===== src/rtl/core/pfs_pkg.sv =====
// pfs_pkg: shared types, operation and status codes for the point fifo with search
// depends on nothing; used by the channel interfaces, the cell, the controller and the top level

package pfs_pkg;

   // queue geometry
   localparam int DEPTH_DEFAULT = 64;
   localparam int COORD_W       = 16;
   localparam int POINT_W       = 2 * COORD_W;

   // operation codes carried on func
   localparam logic [1:0] FUNC_ENQ  = 2'd0;
   localparam logic [1:0] FUNC_DEQ  = 2'd1;
   localparam logic [1:0] FUNC_SRCH = 2'd2;
   localparam logic [1:0] FUNC_NOP  = 2'd3;

   // status codes carried on status
   localparam logic [1:0] STAT_OK    = 2'd0;
   localparam logic [1:0] STAT_EMPTY = 2'd1;
   localparam logic [1:0] STAT_FULL  = 2'd2;

   // controller states
   typedef enum logic {
      ST_IDLE,
      ST_SEARCH
   } state_type;

   // per-cycle command broadcast to every cell
   typedef struct packed {
      logic enq;
      logic deq;
   } cell_ctrl_type;

   // status gathered from the ends of the cell chain
   typedef struct packed {
      logic               full;
      logic               empty;
      logic               found;
      logic [POINT_W-1:0] head_data;
   } chain_stat_type;

endpackage


===== src/rtl/core/pfs_cell.sv =====
// pfs_cell: one queue slot; holds a point and its valid bit, shifts toward the head
// on dequeue and ripples a registered search hit toward the tail; uses pfs_pkg

module pfs_cell
   import pfs_pkg::*;
(
   input  logic               clock,
   input  logic               reset,
   input  cell_ctrl_type      ctrl,
   input  logic               prev_valid,
   input  logic               next_valid,
   input  logic [POINT_W-1:0] next_data,
   input  logic [POINT_W-1:0] wr_data,
   input  logic [POINT_W-1:0] key,
   input  logic               hit_in,
   output logic               valid_out,
   output logic [POINT_W-1:0] data_out,
   output logic               hit_out
);

   logic               valid_ff, valid_in;
   logic [POINT_W-1:0] data_ff, data_in;
   logic               hit_ff, hit_in_next;

   // slot update: shift on dequeue, fill the first free slot on enqueue
   always_comb begin
      valid_in = valid_ff;
      data_in  = data_ff;
      if (ctrl.deq) begin
         valid_in = next_valid;
         data_in  = next_data;
      end else if (ctrl.enq && !valid_ff && prev_valid) begin
         valid_in = 1'b1;
         data_in  = wr_data;
      end
   end

   // search hit accumulated from the head side
   assign hit_in_next = hit_in | (valid_ff & (data_ff == key));

   always_ff @(posedge clock) begin
      if (reset) begin
         valid_ff <= 1'b0;
      end else begin
         valid_ff <= valid_in;
      end
   end

   always_ff @(posedge clock) begin
      data_ff <= data_in;
      hit_ff  <= hit_in_next;
   end

   assign valid_out = valid_ff;
   assign data_out  = data_ff;
   assign hit_out   = hit_ff;

endmodule


===== config.mk =====
export PLATFORM = sky130hd
export DESIGN_NAME = pfs_cell
export DESIGN_NICKNAME = d
export VERILOG_FILES = /design/src/rtl/core/pfs_pkg.sv /design/src/rtl/core/pfs_cell.sv
export SDC_FILE = /design/constraint.sdc
export NUM_CORES = 1
export LEC_CHECK = 0
export BUFFER_PORTS_ARGS = -buffer_cell sky130_fd_sc_hd__buf_2
export CAP_MARGIN = 20
export CORE_MARGIN = 3
export CORE_UTILIZATION = 41
export CTS_BUF_LIST = sky130_fd_sc_hd__clkbuf_4
export DETAILED_ROUTE_END_ITERATION = 7
export PLACE_DENSITY = 0.81
export SLEW_MARGIN = 10
export SYNTH_ARGS = -nofsm -noshare
export SYNTH_HDL_FRONTEND = slang
export SYNTH_SLANG_ARGS = --single-unit
export TNS_END_PERCENT = 50

===== constraint.sdc =====
create_clock -name clock -period 2.54 [get_ports clock]
set_input_delay 0.254 -clock clock [delete_from_list [all_inputs] [get_ports clock]]
set_output_delay 0.254 -clock clock [all_outputs]
set_load 0.02 [all_outputs]

### Word-level counts from Yosys, hierarchy flattened

Index checks and enable logic that the tools add are counted.

| cells by class | value |
|---|---|
| reduce and logical (&&, ||, !) cells | 4 |
| mux-type cells | 4 |
| equality and inequality tests | 1 |
| bitwise logic cells | 2 |

Operator list:

| operator | number |
|---|---|
| 32-bit two-way mux | 2 |
| 32-bit equality test | 1 |
| 1-bit logical AND | 2 |
| 1-bit two-way mux | 2 |
| 2-bit nonzero test | 1 |
| 1-bit bitwise AND | 1 |
| 1-bit logical NOT | 1 |
| 1-bit OR | 1 |

| storage, ports and cells | value |
|---|---|
| word-level logic and storage cells | 14 |
| bits in registers | 34 |
| output and inout bits | 34 |
| bits of input ports | 103 |

### Logic depth before layout (Yosys ltp)

| depth | value |
|---|---|
| depth in word-level cells | 5 |
| gate-level depth with buffers | 4 |
| depth with buffers taken out | 4 |

### Least setup slack after synthesis

Ideal clock, no wire load.

| timing | value |
|---|---|
| kind | flip-flop to flip-flop |
| from | register valid_ff (netlist: valid_out) |
| to | register data_ff[0] (netlist: data_out[0]), enable pin |
| required time | 2.110 ns |
| stages on the path, launching flop included | 2 |
| period minus slack after synthesis | 2.407 ns |
| setup time | 0.430 ns |
| path slack | 0.133 ns |
| arrival | 1.978 ns |
| buffers on the path | 0 |
| cells stage by stage | dfxtp_1 -> o21bai_1 |

| on the way | value |
|---|---|
| cells in the longest elaborated chain, start to end | 4 |

Ends and longest elaborated chain:

| element | RTL line | source |
|---|---|---|
| start, declared | pfs_cell.sv:21 | `logic valid_ff, valid_in;` |
| start signal, assigned | pfs_cell.sv:45 | `valid_ff <= valid_in;` |
| 1-bit logical NOT | pfs_cell.sv:32 | `end else if (ctrl.enq && !valid_ff && prev_valid) begin` |
| 1-bit logical AND (2 in series) | pfs_cell.sv:32 |  |
| 2-bit nonzero test (no source line) | n/a |  |
| end signal, assigned | pfs_cell.sv:50 | `data_ff <= data_in;` |
| end, declared | pfs_cell.sv:22 | `logic [POINT_W-1:0] data_ff, data_in;` |

No other way between the ends.
A chain may end at the register's enable or synchronous reset.

### Worst setup path in the final report

| timing | value |
|---|---|
| from | register data_ff[21] (netlist: data_out[21]) |
| to | register hit_ff (netlist: hit_out) |

| on the way | value |
|---|---|
| cells in the longest elaborated chain, start to end | 3 |

Ends and longest elaborated chain:

| element | RTL line | source |
|---|---|---|
| 32-bit equality test | pfs_cell.sv:39 | `assign hit_in_next = hit_in \| (valid_ff & (data_ff == key));` |
| 1-bit bitwise AND | pfs_cell.sv:39 |  |
| 1-bit OR | pfs_cell.sv:39 |  |
| via hit_in_next | pfs_cell.sv:23 | `logic hit_ff, hit_in_next;` |
| end signal, assigned | pfs_cell.sv:51 | `hit_ff <= hit_in_next;` |
| end, declared | pfs_cell.sv:23 |  |

The timed path passes the listed nets, and every way through them passes these cells.

==> flow_summary.toml <==
[pwr]
clkPwrFrac = 0.218
power.internal_uw = 953
p_comb_frac = 0.246
irDropWorstVdd_mv = 0.334
power.switching_uw = 355
p_sw_frac = 0.271
p_leak_uw = 0.00114
power_density_nw_per_um2 = 509
seqPwrFrac = 0.536

[synthesis]
synth_warnings = 0
synthTopCellsByCount = "edfxtp_1 (32), mux2_2 (32), xnor2_1 (28)"
synth_top_family_by_area = "multiplexers"
synth-simple-area-share = 0.0397
syn-cell-area_um2 = 1760
synth_compound_area_frac = 0.0163
seq_area_frac_synth = 0.567
synth-seq-cells = 34
synth_area_leader_cell = "edfxtp_1"
synthAdderAreaFrac = 0
synth_nets = 222
synthCells = 119
synthXorXnorAreaFrac = 0.159
synth.area.top_cells = "edfxtp_1 (54%), mux2_2 (20%), xnor2_1 (14%)"
synth_edf_count = 32
synth.area.mux_share = 0.204
synth_cell_types = 17
async_flop_share = 0
avgSynthCellArea_um2 = 14.8
ys.flop_type = "edfxtp_1"
synth_top_area_frac = 0.545

[clock_network]
cts_buffer_depth = 2
cts.sinks = 34
clock_latency_ps = 330
hold_buffers = 0
numCtsBuffers = 5
cts.clk_slew.worst_paths_ps = 100
cts_resized = 0
postCtsSetupRepairBufs = 0
root_buffer = "clkbuf_4"
cts_tree = "built"
htree_levels = 2

[setup_path]
reg2reg_slack_ps = 1210
crit_fanout = 2
critPathCaptureType = "flop"
worstReg2RegStart = "data_out[21]"
crit_start = "data_out[21]"
cp.arrival_ps = 1610
rr_worst_depth = 4
required_ps = 2820
critPathCapture = "hit_out"
reg2reg_to = "hit_out"
worstSetupPathType = "reg2reg"
start_kind = "flop"

[routing]
ant_nets = 0
drt_iter0_drc = 14
wl_per_cell_um = 13.9
routed_wl_mm = 4.33
first_pass_iters = 4
viasPerCell = 4.71
vias = 1466
drc_errors = 0

[sta]
max_slew_margin = 0.701
rsz0062_at_grt = "no"
fin_setup_tns_ps = 0
period_share = 0.522
hold_violations = 0
final_max_slew_viol_count = 0
worst_clock_skew_ps = 8.20
tightest_slew_ps = 449
max_freq_mhz = 754
holdWs_ps = 105
period_minus_slack_ps = 1330
finalSetupViolCount = 0

[floorplan]
core-area_um2 = 4090
pin_count = 137
row_count = 23
die_h_um = 71.6
die_area_um2 = 5130
start_util = 0.432
die_x_um = 71.6

[grt]
grt_pass1_vias = 1532
antenna_found_initial = 0
gr-total-overflow = 0
grt_pass1_wl_mm = 6.78
grt_max_degree = 34
track_usage = 0.174

[layout]
n_fill_cell = 335
final_util = 0.628
drive_gt1_frac = 0.682
final_nets = 363
diodes = 0
syn_to_final_growth_pct = 45.5

[placed_design]
io_buffers = 136
gp_congestion = 0.736

[min_path]
hp-class = "in2reg"
hold_start = "hit_in"

[outcome]
status = "finished, final reports clean"

[job]
maxCapViolations = 0
[state kept, by name, indices dropped and copies added (netlist names)]
signal	cells
data_out	32
hit_out	1
valid_out	1
[cell families (layout without fill, tap and decap cells)]
logic type      count (synthesis)  count (layout)
flops                          34              34
xor+xnor                       32              32
mux                            32              32
simple gates                   12              12
buf+inv                         5             147
compound gates                  4               4
[per-layer routing]
| layer | GRT usage | vias to the layer above | wire, um |
|---|---|---|---|
| met2 | 0.312 | 80 | 2310 |
| met3 | 0.0715 | 5 | 502 |
| li1 | - | 727 | - |
| met1 | 0.180 | 654 | 1470 |
| met4 | 0.0689 | 0 | 48 |
| met5 | 0 | - | 0 |
[cells in the final DEF, fill, tap and decap left out, drive strengths merged]
cell type	count
edfxtp	32
nor4	2
nor3	1
clkbuf	6
xnor2	28
nand4	6
mux2	32
xor2	4
buf	138
nand2	1
o21bai	1
a31o	1
and3	1
inv	1
a21oi	1
o21a	1
clkinv	2
dfxtp	2
nand3	1
[worst min path at each step]
| stage | endpoint | slack (ps) | depth (start not counted) |
|---|---|---|---|
| 2_1_floorplan | hit_out | 350 | 1 |
| 6_report | hit_out | 100 | 2 |
| 3_5_place_dp | hit_out | 450 | 2 |
| 4_1_cts | hit_out | 90 | 2 |
| 3_3_place_gp | hit_out | 440 | 2 |
| 5_1_grt | hit_out | 70 | 2 |
[power groups by stage]
stage               Combinational [uW]  Sequential, uW  Clock, uW
floorplan                          121             771          0
CTS                                326             702        297
detailed placement                 324             714          0
finish                             321             701        286
global placement                   319             713          0
global route                       349             708        325
[per-stage QoR]
| stage | cell area, um^2 | worst slack (ps) | std cells | power (uW) |
|---|---|---|---|---|
| after global placement | 2510 | 956 | 303 | 1030 |
| after floorplan | 1760 | 133 | 119 | 892 |
| final | 2570 | 1210 | 311 | 1310 |
| after detailed placement | 2510 | 930 | 303 | 1040 |
| after global routing | 2570 | 1030 | 311 | 1380 |
| after CTS | 2570 | 1160 | 311 | 1320 |
[cell type report]
type,count,area (um^2),share of cell area
clock buffers,6,45.0,0.0175
multi-input cells,80,751,0.292
flip-flops and latches,34,1000,0.390
well taps,50,62.6,0.0244
repair buffers,138,696,0.271
clock inverters,2,8.76,0.00341
inverters,1,3.75,0.00146
[worst max-delay path: stages (launching register included)]
cell      delay, ps
edfxtp_1        430
xnor2_1         150
nand4_1         120
nor4_1          400
a31o_1          190
Note: power is estimated with default switching activity, not from simulation.
